### config.mk
export PLATFORM = sky130hd
export DESIGN_NAME = long_mul_div_mod_unit_flat
export DESIGN_NICKNAME = d
export VERILOG_FILES = /design/src/hdl/lmd_pkg.sv /design/src/hdl/lmd_if.sv /design/src/hdl/lmd_cell.sv /design/src/hdl/lmd_row.sv /design/src/hdl/long_mul_div_mod_unit.sv /design/src/flat_wrapper.sv
export SDC_FILE = /design/constraint.sdc
export NUM_CORES = 1
export LEC_CHECK = 0
export BUFFER_PORTS_ARGS = -buffer_cell sky130_fd_sc_hd__buf_2
export CAP_MARGIN = 20
export CORE_UTILIZATION = 25
export DETAILED_ROUTE_END_ITERATION = 6
export PLACE_DENSITY = 0.37
export SKIP_CTS_REPAIR_TIMING = 1
export SYNTH_ARGS = -nofsm -noshare
export SYNTH_HDL_FRONTEND = slang
export SYNTH_HIERARCHICAL = 1
export SYNTH_SLANG_ARGS = --single-unit
export TNS_END_PERCENT = 5
### constraint.sdc
create_clock -name clk_i -period 50.7 [get_ports clk_i]
set_input_delay 0 -clock clk_i [delete_from_list [all_inputs] [get_ports clk_i]]
set_output_delay 0 -clock clk_i [all_outputs]
set_load 0.005 [all_outputs]
### src/hdl/lmd_pkg.sv
package lmd_pkg;

  // operand and result width
  localparam int unsigned DATA_WIDTH = 32;
  // step counter width, indexes the DATA_WIDTH steps of one item
  localparam int unsigned CNT_W = $clog2(DATA_WIDTH);

  // operation codes, any other code acts as divide
  localparam logic [1:0] OP_MUL = 2'd0;
  localparam logic [1:0] OP_DIV = 2'd1;
  localparam logic [1:0] OP_MOD = 2'd2;

  // row controls from the sequencer
  typedef struct packed {
    logic load;  // take new operand words
    logic step;  // one shift-add or shift-subtract step
    logic div;   // divide or modulo, else multiply
  } lmd_row_ctl_t;

  // per-cell controls from the row
  typedef struct packed {
    logic load;
    logic step;
    logic sub;     // subtract the held operand bit
    logic commit;  // keep the sum, else keep the plain shifted bit
    logic add_en;  // add the held operand bit (multiply)
  } lmd_cell_ctl_t;

  // two's complement negate
  function automatic logic [DATA_WIDTH-1:0] neg_word(input logic [DATA_WIDTH-1:0] v);
    neg_word = (~v) + DATA_WIDTH'(1);
  endfunction

endpackage

### src/hdl/lmd_if.sv
interface lmd_in_if import lmd_pkg::*; ();
  logic                  valid;
  logic                  ready;
  logic [1:0]            operation;
  logic                  signed_mode;
  logic [DATA_WIDTH-1:0] left_operand;
  logic [DATA_WIDTH-1:0] right_operand;

  modport source (output valid, operation, signed_mode, left_operand, right_operand,
                  input ready);
  modport sink (input valid, operation, signed_mode, left_operand, right_operand,
                output ready);
endinterface

interface lmd_out_if import lmd_pkg::*; ();
  logic                  valid;
  logic                  ready;
  logic [DATA_WIDTH-1:0] result_value;
  logic                  divide_by_zero;

  modport source (output valid, result_value, divide_by_zero, input ready);
  modport sink (input valid, result_value, divide_by_zero, output ready);
endinterface

### src/hdl/lmd_cell.sv
module lmd_cell
  import lmd_pkg::*;
(
  input  logic          clk_i,
  input  lmd_cell_ctl_t ctl_i,
  input  logic          acc_ld_i,  // loaded into the accumulator on load, tied low by the row so it clears
  input  logic          q_ld_i,
  input  logic          d_ld_i,
  input  logic          acc_in_i,  // accumulator bit of the lower neighbor
  input  logic          q_in_i,    // shift bit of the lower neighbor
  input  logic          c_in_i,
  output logic          c_out_o,
  output logic          acc_o,
  output logic          q_o
);

  logic acc_q, q_q, d_q;
  logic x;
  logic sum;

  // operand bit for the full adder
  assign x       = ctl_i.sub ? ~d_q : (ctl_i.add_en & d_q);
  assign sum     = acc_in_i ^ x ^ c_in_i;
  assign c_out_o = (acc_in_i & x) | (c_in_i & (acc_in_i ^ x));

  // bit storage, one step per cycle while step is set
  always_ff @(posedge clk_i) begin
    if (ctl_i.load) begin
      acc_q <= acc_ld_i;
      q_q   <= q_ld_i;
      d_q   <= d_ld_i;
    end else if (ctl_i.step) begin
      acc_q <= ctl_i.commit ? sum : acc_in_i;
      q_q   <= q_in_i;
    end
  end

  assign acc_o = acc_q;
  assign q_o   = q_q;

endmodule

### src/hdl/lmd_row.sv
module lmd_row
  import lmd_pkg::*;
(
  input  logic                  clk_i,
  input  lmd_row_ctl_t          ctl_i,
  input  logic [DATA_WIDTH-1:0] q_ld_i,
  input  logic [DATA_WIDTH-1:0] d_ld_i,
  output logic [DATA_WIDTH-1:0] acc_o,
  output logic [DATA_WIDTH-1:0] q_o
);

  logic [DATA_WIDTH:0]   carry;
  logic [DATA_WIDTH-1:0] acc, q;
  logic [DATA_WIDTH-1:0] acc_in, q_in;
  logic                  ge;
  lmd_cell_ctl_t         cell_ctl;

  // shifted remainder is at least the divisor
  assign ge = acc[DATA_WIDTH-1] | carry[DATA_WIDTH];

  // shared cell controls
  always_comb begin
    cell_ctl.load   = ctl_i.load;
    cell_ctl.step   = ctl_i.step;
    cell_ctl.sub    = ctl_i.div;
    cell_ctl.commit = ctl_i.div ? ge : 1'b1;
    cell_ctl.add_en = q[DATA_WIDTH-1];
  end

  // neighbor links: dividend bits move into the remainder, quotient bits enter below
  assign carry[0] = ctl_i.div;
  assign acc_in   = {acc[DATA_WIDTH-2:0], ctl_i.div & q[DATA_WIDTH-1]};
  assign q_in     = {q[DATA_WIDTH-2:0], ctl_i.div & ge};

  for (genvar i = 0; i < DATA_WIDTH; i++) begin : g_cell
    lmd_cell u_cell (
      .clk_i    (clk_i),
      .ctl_i    (cell_ctl),
      .acc_ld_i (1'b0),
      .q_ld_i   (q_ld_i[i]),
      .d_ld_i   (d_ld_i[i]),
      .acc_in_i (acc_in[i]),
      .q_in_i   (q_in[i]),
      .c_in_i   (carry[i]),
      .c_out_o  (carry[i+1]),
      .acc_o    (acc[i]),
      .q_o      (q[i])
    );
  end

  assign acc_o = acc;
  assign q_o   = q;

endmodule

### src/hdl/long_mul_div_mod_unit.sv
// Multiply, divide and modulo unit for DATA_WIDTH-bit operands.
// Input channel in_i carries operation, signed_mode and the two operands;
// output channel out_o carries result_value and divide_by_zero. An item is
// taken when valid and ready are both high.
// Multiply keeps the low word of the product, divide and modulo are
// restoring long division; in signed mode magnitudes are used and the
// product or quotient is negated when exactly one operand is negative.
// A zero divisor raises divide_by_zero, the quotient is all ones and the
// remainder is the dividend magnitude.
// From accept to result valid, the row of bit cells does one step per
// operand bit, its carry chain doing one shift-add or shift-subtract per
// cycle, and then the sign fix-up goes into the output register. One item
// is in work at a time: a new item is taken only after the result has
// been written to the output register.
// The output register holds the result until it is taken; the next item is
// accepted meanwhile, and its fix-up waits while the old result stalls.
// Reset returns to idle with no result pending; in_i.ready is high after.
module long_mul_div_mod_unit
  import lmd_pkg::*;
(
  input  logic      clk_i,
  input  logic      rst_ni,
  lmd_in_if.sink    in_i,
  lmd_out_if.source out_o
);

  typedef enum logic [1:0] {
    S_IDLE,
    S_RUN,
    S_DONE
  } state_e;

  state_e                state_q;
  logic [CNT_W-1:0]      cnt_q;
  logic                  is_mul_q, is_mod_q, neg_q, dz_q;
  logic                  out_valid_q, out_dz_q;
  logic [DATA_WIDTH-1:0] out_res_q;

  logic                  in_acc, out_free;
  logic                  a_neg, b_neg, in_mul, in_div;
  logic [DATA_WIDTH-1:0] a_mag, b_mag, res_d;
  logic [DATA_WIDTH-1:0] acc, q;
  lmd_row_ctl_t          row_ctl;

  assign in_i.ready = (state_q == S_IDLE);
  assign in_acc     = in_i.valid & in_i.ready;
  assign out_free   = ~out_valid_q | out_o.ready;

  // operand magnitudes
  assign a_neg  = in_i.signed_mode & in_i.left_operand[DATA_WIDTH-1];
  assign b_neg  = in_i.signed_mode & in_i.right_operand[DATA_WIDTH-1];
  assign a_mag  = a_neg ? neg_word(in_i.left_operand) : in_i.left_operand;
  assign b_mag  = b_neg ? neg_word(in_i.right_operand) : in_i.right_operand;
  assign in_mul = (in_i.operation == OP_MUL);
  assign in_div = ~in_mul;

  // row controls
  always_comb begin
    row_ctl.load = in_acc;
    row_ctl.step = (state_q == S_RUN);
    row_ctl.div  = ~is_mul_q;
  end

  lmd_row u_row (
    .clk_i  (clk_i),
    .ctl_i  (row_ctl),
    .q_ld_i (in_mul ? b_mag : a_mag),
    .d_ld_i (in_mul ? a_mag : b_mag),
    .acc_o  (acc),
    .q_o    (q)
  );

  // sign fix-up and zero divisor result
  always_comb begin
    if (is_mul_q) begin
      res_d = neg_q ? neg_word(acc) : acc;
    end else if (is_mod_q) begin
      res_d = acc;
    end else if (dz_q) begin
      res_d = '1;
    end else begin
      res_d = neg_q ? neg_word(q) : q;
    end
  end

  // sequencer and output register
  always_ff @(posedge clk_i or negedge rst_ni) begin
    if (!rst_ni) begin
      state_q     <= S_IDLE;
      cnt_q       <= '0;
      is_mul_q    <= 1'b0;
      is_mod_q    <= 1'b0;
      neg_q       <= 1'b0;
      dz_q        <= 1'b0;
      out_valid_q <= 1'b0;
      out_dz_q    <= 1'b0;
      out_res_q   <= '0;
    end else begin
      if (out_valid_q && out_o.ready) begin
        out_valid_q <= 1'b0;
      end
      unique case (state_q)
        S_IDLE: begin
          if (in_acc) begin
            state_q  <= S_RUN;
            cnt_q    <= '0;
            is_mul_q <= in_mul;
            is_mod_q <= (in_i.operation == OP_MOD);
            neg_q    <= a_neg ^ b_neg;
            dz_q     <= in_div && (in_i.right_operand == '0);
          end
        end
        S_RUN: begin
          cnt_q <= cnt_q + CNT_W'(1);
          if (cnt_q == CNT_W'(DATA_WIDTH - 1)) begin
            state_q <= S_DONE;
          end
        end
        S_DONE: begin
          if (out_free) begin
            out_valid_q <= 1'b1;
            out_res_q   <= res_d;
            out_dz_q    <= dz_q;
            state_q     <= S_IDLE;
          end
        end
        default: state_q <= S_IDLE;
      endcase
    end
  end

  assign out_o.valid          = out_valid_q;
  assign out_o.result_value   = out_res_q;
  assign out_o.divide_by_zero = out_dz_q;

endmodule

### src/flat_wrapper.sv
// flat-port wrapper written by rule: the top's interface ports become plain ports
module long_mul_div_mod_unit_flat import lmd_pkg::*;
  (clk_i, rst_ni, in_i_valid, in_i_operation, in_i_signed_mode, in_i_left_operand, in_i_right_operand, in_i_ready, out_o_valid, out_o_result_value, out_o_divide_by_zero, out_o_ready);
  lmd_in_if in_i_i ();
  lmd_out_if out_o_i ();
  input  logic clk_i;
  input  logic rst_ni;
  input wire logic [$bits(in_i_i.valid)-1:0] in_i_valid;
  input wire logic [$bits(in_i_i.operation)-1:0] in_i_operation;
  input wire logic [$bits(in_i_i.signed_mode)-1:0] in_i_signed_mode;
  input wire logic [$bits(in_i_i.left_operand)-1:0] in_i_left_operand;
  input wire logic [$bits(in_i_i.right_operand)-1:0] in_i_right_operand;
  output wire logic [$bits(in_i_i.ready)-1:0] in_i_ready;
  output wire logic [$bits(out_o_i.valid)-1:0] out_o_valid;
  output wire logic [$bits(out_o_i.result_value)-1:0] out_o_result_value;
  output wire logic [$bits(out_o_i.divide_by_zero)-1:0] out_o_divide_by_zero;
  input wire logic [$bits(out_o_i.ready)-1:0] out_o_ready;
  assign in_i_i.valid = in_i_valid;
  assign in_i_i.operation = in_i_operation;
  assign in_i_i.signed_mode = in_i_signed_mode;
  assign in_i_i.left_operand = in_i_left_operand;
  assign in_i_i.right_operand = in_i_right_operand;
  assign in_i_ready = in_i_i.ready;
  assign out_o_valid = out_o_i.valid;
  assign out_o_result_value = out_o_i.result_value;
  assign out_o_divide_by_zero = out_o_i.divide_by_zero;
  assign out_o_i.ready = out_o_ready;
  long_mul_div_mod_unit u_core (.clk_i(clk_i), .rst_ni(rst_ni), .in_i(in_i_i), .out_o(out_o_i));
endmodule
==> flow_summary.json, run 1 <==
{
  "status": "complete, but fails checks",
  "violated_checks": "negative hold slack",
  "report.final.slew_viol_count": 0,
  "placementRows": 80,
  "die_span_in_x_um": 222,
  "globalRoute.totalOverflow": 0,
  "detail_route.vias_per_cell": 4.62,
  "netlist.area_leader.share_pct": 23.8,
  "detail_route.iter0.violations": 532,
  "power_report.internal_total_uw": 441,
  "die_height_um": 222,
  "synthCells": 1285,
  "yosys_warnings": 6,
  "finalHoldViolations": 7,
  "area_growth_pct": 12.6,
  "finish.utilization_pct": 28.6,
  "crit_slowest_cell": "dfrtp_1",
  "setup_total_negative_slack_ns": 0,
  "drv_cap": 0,
  "share_comb_of_total_power_pct": 48.2,
  "tot_gr_track_use_pct": 15.3,
  "synth-edff-count": 96,
  "worstSetupPathType": "register to register",
  "crit_arrival_ns": 18.89,
  "synthArstFlopShare_pct": 31.9,
  "crit-reg2reg-launch": "u_core/is_mul_q$_DFFE_PN0P_",
  "numClockSinks": 141,
  "wire_length_after_detailed_routing_um": 36800,
  "leak_nw": 5.35,
  "insertion_delay_ns": 0.45,
  "cp_data_required_time_ns": 50.90,
  "hold-worst-slack_ns": -0.0188,
  "class_of_the_most_critical_hold_timing_path": "input pin to register",
  "core_sq_um": 47700,
  "power.density_nw_per_um2": 56.0,
  "timing.final.crit_share_pct": 36.9,
  "post_synth_instance_area_sq_um": 12100,
  "worst_path_most_repeated_cell": "inv_1",
  "setup.worst_path.end_class": "register",
  "yosys_register_bits": 141,
  "avgSynthCellArea_sq_um": 9.42,
  "switching_power_uw": 323,
  "io_buffers": 105,
  "cts_tree": "yes",
  "yosysSeqAreaShare_pct": 33.1,
  "mostFrequentLayoutCells": "134 x nand2_1, 112 x inv_1, 105 x buf_2, 96 x edfxtp_1, 75 x nor2_1",
  "ios": 106,
  "nets": 1458,
  "worst_slew_pin_tran_ns": 1.02,
  "design.die.area_sq_um": 49300,
  "worst_setup_path_start_kind": "register",
  "clk_pin_slew_worst_paths_ns": 0.06,
  "layout_min_cycle_time_ns": 18.69,
  "cts_buffer_depth": 2,
  "grt_first_pass_wirelength_um": 56900,
  "route.detailed.drc": 0,
  "grt_max_degree": 96,
  "power.share.clock_pct": 17.6,
  "power_frac_seq_pct": 34.1,
  "hold_path.startpoint": "in_i_right_operand[14]",
  "detail_route.first_pass.iterations": 5,
  "place_congestion": 0.807,
  "swShare_pct": 42.3,
  "rsz0062_at_grt": "false",
  "placedInstanceArea_sq_um": 13000,
  "final_antenna_net_count": 0,
  "finClkSkew_ns": 0.00993,
  "critPathMaxStageDelay_ns": 0.65,
  "num_antenna_cells": 0,
  "top_reg_cell_synth": "edfxtp_1",
  "routed_wire_length_per_instance_um": 18.6,
  "cts_inserted_buffers": 17,
  "antenna_found_initial": 2,
  "ctsRootBufferMaster": "clkbuf_16",
  "yosys-top-cells-area": "edfxtp_1 24%, dfrtp_1 9.3%, mux2i_1 5.5%",
  "initial_cell_density_of_the_core_pct": 25.4,
  "grt_pass1_vias": 8929,
  "maxClockFrequency_ghz": 0.0535,
  "vias_after_detailed_routing": 9129,
  "post-dp-hpwl_um": 28600,
  "cts_htree_levels": 4,
  "max_slew_margin_pct": 32.3,
  "synth_cell_type_count": 65,
  "crit_start": "u_core/is_mul_q$_DFFE_PN0P_",
  "path_max_fanout": 52,
  "netlist.top_cell.by_area": "edfxtp_1",
  "stdcell_area_sq_um": 13600,
  "setup_violators_final": 0,
  "layout.cells.most_common": "nand2_1",
  "vdd_drop_max_mv": 0.0262,
  "drive_gt1_share_pct": 19.4
}
cell usage after synthesis, drive strengths merged (38+ instances only):
cell	instances
edfxtp	96
mux2	68
nand2	134
clkbuf	38
xor2	44
buf	70
nor2	76
dfrtp	45
xnor2	67
inv	112
o31ai	58
mux2i	67
or2	41
o21ai	55
through the flow:
step	hold slack (ns)	instances	power, mW	worst slack (ns)
floorplan	-0.296	1316	0.555	32.25
global placement	0.142	1940	0.635	31.99
detailed placement	0.156	1941	0.636	31.87
CTS	-0.334	1973	0.774	31.82
global route	0.00175	1977	0.834	30.64
finish	-0.0188	1977	0.764	32.01
worst paths after layout:
kind                            depth (start not counted)                                             to  slack [ns]
worst max-delay path                                  102  u_core/u_row/g_cell[0].u_cell/acc_o$_DFFE_PP_       32.01
worst min-delay path                                    3   u_core/u_row/g_cell[14].u_cell/d_q$_DFFE_PP_       -0.02
worst max register to register                        102  u_core/u_row/g_cell[0].u_cell/acc_o$_DFFE_PP_       32.01
min in group asynchronous                               3                   u_core/out_o.valid$_DFF_PN0_        0.20
worst min register to register                          1                    u_core/cnt_q[3]$_DFFE_PN0P_        0.46
max in group asynchronous                               3                       u_core/neg_q$_DFFE_PN0P_       50.04
layout make-up:
type                       instances  area [sq um]
multi-input combinational        953          7150
timing repair buffer             122           667
clock buffer                      19           433
sequential                       141          4010
fill                            5094         34100
inverter                         114           433
clock inverter                    13           173
tap                              615           769
worst max-delay path: cells and delay by family (launching register included):
family	cells	cell delay (ns)
adder cells (fa/ha/maj)	32	12.03
buffers and inverters	66	4.45
flip-flops	1	0.65
AND/OR/NAND/NOR	2	0.57
multiplexers	1	0.42
AO/OA/AOI/OAI	1	0.25
cells by family after synthesis:
logic type	share of synthesized area [%]
AOI/OAI and AO/OA	14.7
xor gates and xnor gates	8.03
adders and majority gates	5.91
buffers and inverters	8.90
DFF	33.1
muxes	12.7
other	0.0310
and+or+nand+nor	16.6
power by group through the flow:
stage          sequential, mW  combinational, mW  clock, mW
6_report                0.261              0.368      0.135
5_1_grt                 0.269              0.423      0.142
4_1_cts                 0.261              0.374      0.139
3_5_place_dp            0.263              0.373          0
3_3_place_gp            0.264              0.371          0
2_1_floorplan           0.208              0.348          0
flip-flops by register name, summed over array words and instances, names as in the netlist:
name	flops
u_core/dz_q	1
u_core/u_row/g_cell.u_cell/acc_o	32
u_core/out_o.result_value	32
u_core/is_mod_q	1
u_core/cnt_q	5
u_core/state_q	2
u_core/neg_q	1
u_core/u_row/g_cell.u_cell/d_q	32
u_core/is_mul_q	1
u_core/out_o.valid	1
u_core/out_o.divide_by_zero	1
u_core/u_row/g_cell.u_cell/q_o	32
layer usage:
| metal | GRT usage [%] | wire (um) | up-vias |
|---|---|---|---|
| li1 | - | - | 4595 |
| met1 | 23.5 | 20200 | 4358 |
| met2 | 21.7 | 15100 | 146 |
| met3 | 2.13 | 968 | 30 |
| met4 | 4.70 | 606 | 0 |
| met5 | 0 | 0 | - |
Power figures use the tool's default switching activity.
==> inputs of run 2 (changes only) <==
Clock period 50.7 ns to 17.35 ns, I/O delays scaled along.
==> flow_summary.json, run 2 (same netlist as run 1, synthesis figures left out) <==
{
  "crit_arrival_ns": 16.62,
  "number_of_cells_traversed_by_the_worst_register_to_register_path": 101,
  "mostFrequentLayoutCells": "134 x nand2_1, 109 x inv_1, 105 x buf_2, 96 x edfxtp_1, 75 x nor2_1",
  "hold_path.startpoint": "in_i_right_operand[20]",
  "worst_slew_pin_tran_ns": 1.06,
  "die_height_um": 222,
  "ctsRootBufferMaster": "clkbuf_16",
  "place_congestion": 0.773,
  "worst_path_most_repeated_cell": "inv_1",
  "io_buffers": 105,
  "wire_length_after_detailed_routing_um": 38000,
  "layout.cells.most_common": "nand2_1",
  "final_antenna_net_count": 0,
  "crit_start": "u_core/is_mul_q$_DFFE_PN0P_",
  "setup.worst_path.end_class": "register",
  "cts_tree": "yes",
  "design.die.area_sq_um": 49300,
  "numClockSinks": 141,
  "hold_worst_path_end": "u_core/u_row/g_cell[20].u_cell/d_q$_DFFE_PP_",
  "grt_max_degree": 86,
  "placementRows": 80,
  "worst_path_dominant_cell_family": "adder cells",
  "detail_route.vias_per_cell": 4.63,
  "filler_cell_count": 5012,
  "drv_cap": 0,
  "placedCellCount": 1946,
  "route.detailed.drc": 0,
  "finalHoldViolations": 8,
  "use_met2_pct": 22.6,
  "tot_gr_track_use_pct": 15.1,
  "critPathMaxStageDelay_ns": 0.39,
  "core_sq_um": 47700,
  "crit_path_setup_slack_layout_ns": 0.921,
  "timing.critical_path.buf_inv": 65,
  "layout.area.seq_sq_um": 4010,
  "antenna_found_initial": 1,
  "worstSetupPathType": "register to register",
  "finClkSkew_ns": 0.0124,
  "num_antenna_cells": 0,
  "finish.utilization_pct": 29.1,
  "die_span_in_x_um": 222,
  "report.final.slew_viol_count": 0,
  "worst_hold_path.num_cells": 3,
  "crit-reg2reg-launch": "u_core/is_mul_q$_DFFE_PN0P_",
  "cts_htree_levels": 4,
  "busiest_layer": "met1",
  "vdd_drop_max_mv": 0.0848,
  "globalRoute.totalOverflow": 0,
  "routed_wire_length_per_instance_um": 19.1,
  "gr-usage-met1_pct": 22.7,
  "maxClockFrequency_ghz": 0.0609,
  "vias_after_detailed_routing": 9226,
  "clk_pin_slew_worst_paths_ns": 0.07,
  "worst_setup_path_start_kind": "register",
  "post-dp-hpwl_um": 28600,
  "worstReg2RegEnd": "u_core/u_row/g_cell[11].u_cell/acc_o$_DFFE_PP_",
  "stdcell_area_sq_um": 13900,
  "hold-worst-slack_ns": -0.0229,
  "leak_nw": 5.43,
  "nets": 1475,
  "insertion_delay_ns": 0.45,
  "multi_input_gate_area_in_the_final_layout_sq_um": 7210,
  "global_route.usage.met3_pct": 1.79,
  "drive_gt1_share_pct": 21.9,
  "placedInstanceArea_sq_um": 13100,
  "post_layout_nonfiller_instances": 1994,
  "power.density_nw_per_um2": 166,
  "setup_violators_final": 0,
  "cts_buffer_depth": 2,
  "grt_first_pass_wirelength_um": 56600,
  "layout_min_cycle_time_ns": 16.43,
  "max_slew_margin_pct": 29.1,
  "cts_inserted_buffers": 17,
  "violated_checks": "negative hold slack",
  "ios": 106,
  "area_growth_pct": 14.5,
  "path_max_fanout": 8,
  "placement.setup.worst_slack_ns": 0.0999,
  "timing.final.crit_share_pct": 94.7,
  "initial_cell_density_of_the_core_pct": 25.4,
  "r2r_setup_slack_ns": 0.92,
  "crit_slowest_cell": "fa_1",
  "detail_route.iter0.violations": 471,
  "class_of_the_most_critical_hold_timing_path": "input pin to register",
  "cp_data_required_time_ns": 17.55,
  "detail_route.first_pass.iterations": 5,
  "grt_pass1_vias": 9089,
  "status": "complete, but fails checks"
}
-- run 2: worst max path at each step --
| stage | endpoint | slack [ns] | cells past startpoint |
|---|---|---|---|
| finish | u_core/u_row/g_cell[11].u_cell/acc_o$_DFFE_PP_ | 0.92 | 101 |
| global route | u_core/u_row/g_cell[11].u_cell/acc_o$_DFFE_PP_ | -0.009 | 101 |
| CTS | u_core/u_row/g_cell[11].u_cell/acc_o$_DFFE_PP_ | 0.06 | 101 |
| detailed placement | u_core/u_row/g_cell[11].u_cell/acc_o$_DFFE_PP_ | 0.1 | 101 |
| global placement | u_core/u_row/g_cell[14].u_cell/acc_o$_DFFE_PP_ | 0.21 | 101 |
| floorplan | u_core/u_row/g_cell[13].u_cell/acc_o$_DFFE_PP_ | 0.21 | 101 |
-- run 2: routing by layer --
layer  up-vias  routed length (um)
met5         -                   0
met4         0                 425
met3        22                 930
met2       165               16300
met1      4421               20400
li1       4618                   -
-- run 2: cell type report --
type / instances / area share, %
Multi-Input combinational cell: 954 / 52.0
Timing Repair Buffer: 138 / 6.45
Clock inverter: 14 / 0.920
Inverter: 114 / 3.12
Tap cell: 615 / 5.55
Sequential cell: 141 / 28.9
Clock buffer: 18 / 3.09
-- run 2: where the power goes --
part | switching (mW) | internal [mW] | leakage, nW
sequential | 0.202 | 0.545 | 1.47
clock | 0.154 | 0.208 | 0.266
combinational | 0.621 | 0.572 | 3.69
-- run 2: tightest hold or removal path: stages --
cell     delay (ns)
buf_2          0.10
xnor2_1        0.08
mux2i_1        0.13
-- run 2: stage by stage --
stage,TNS (ns),power (mW)
after floorplan,0,1.62
after global placement,0,1.87
after detailed placement,0,1.88
after CTS,0,2.25
after global routing,-0.0162,2.51
final,0,2.30
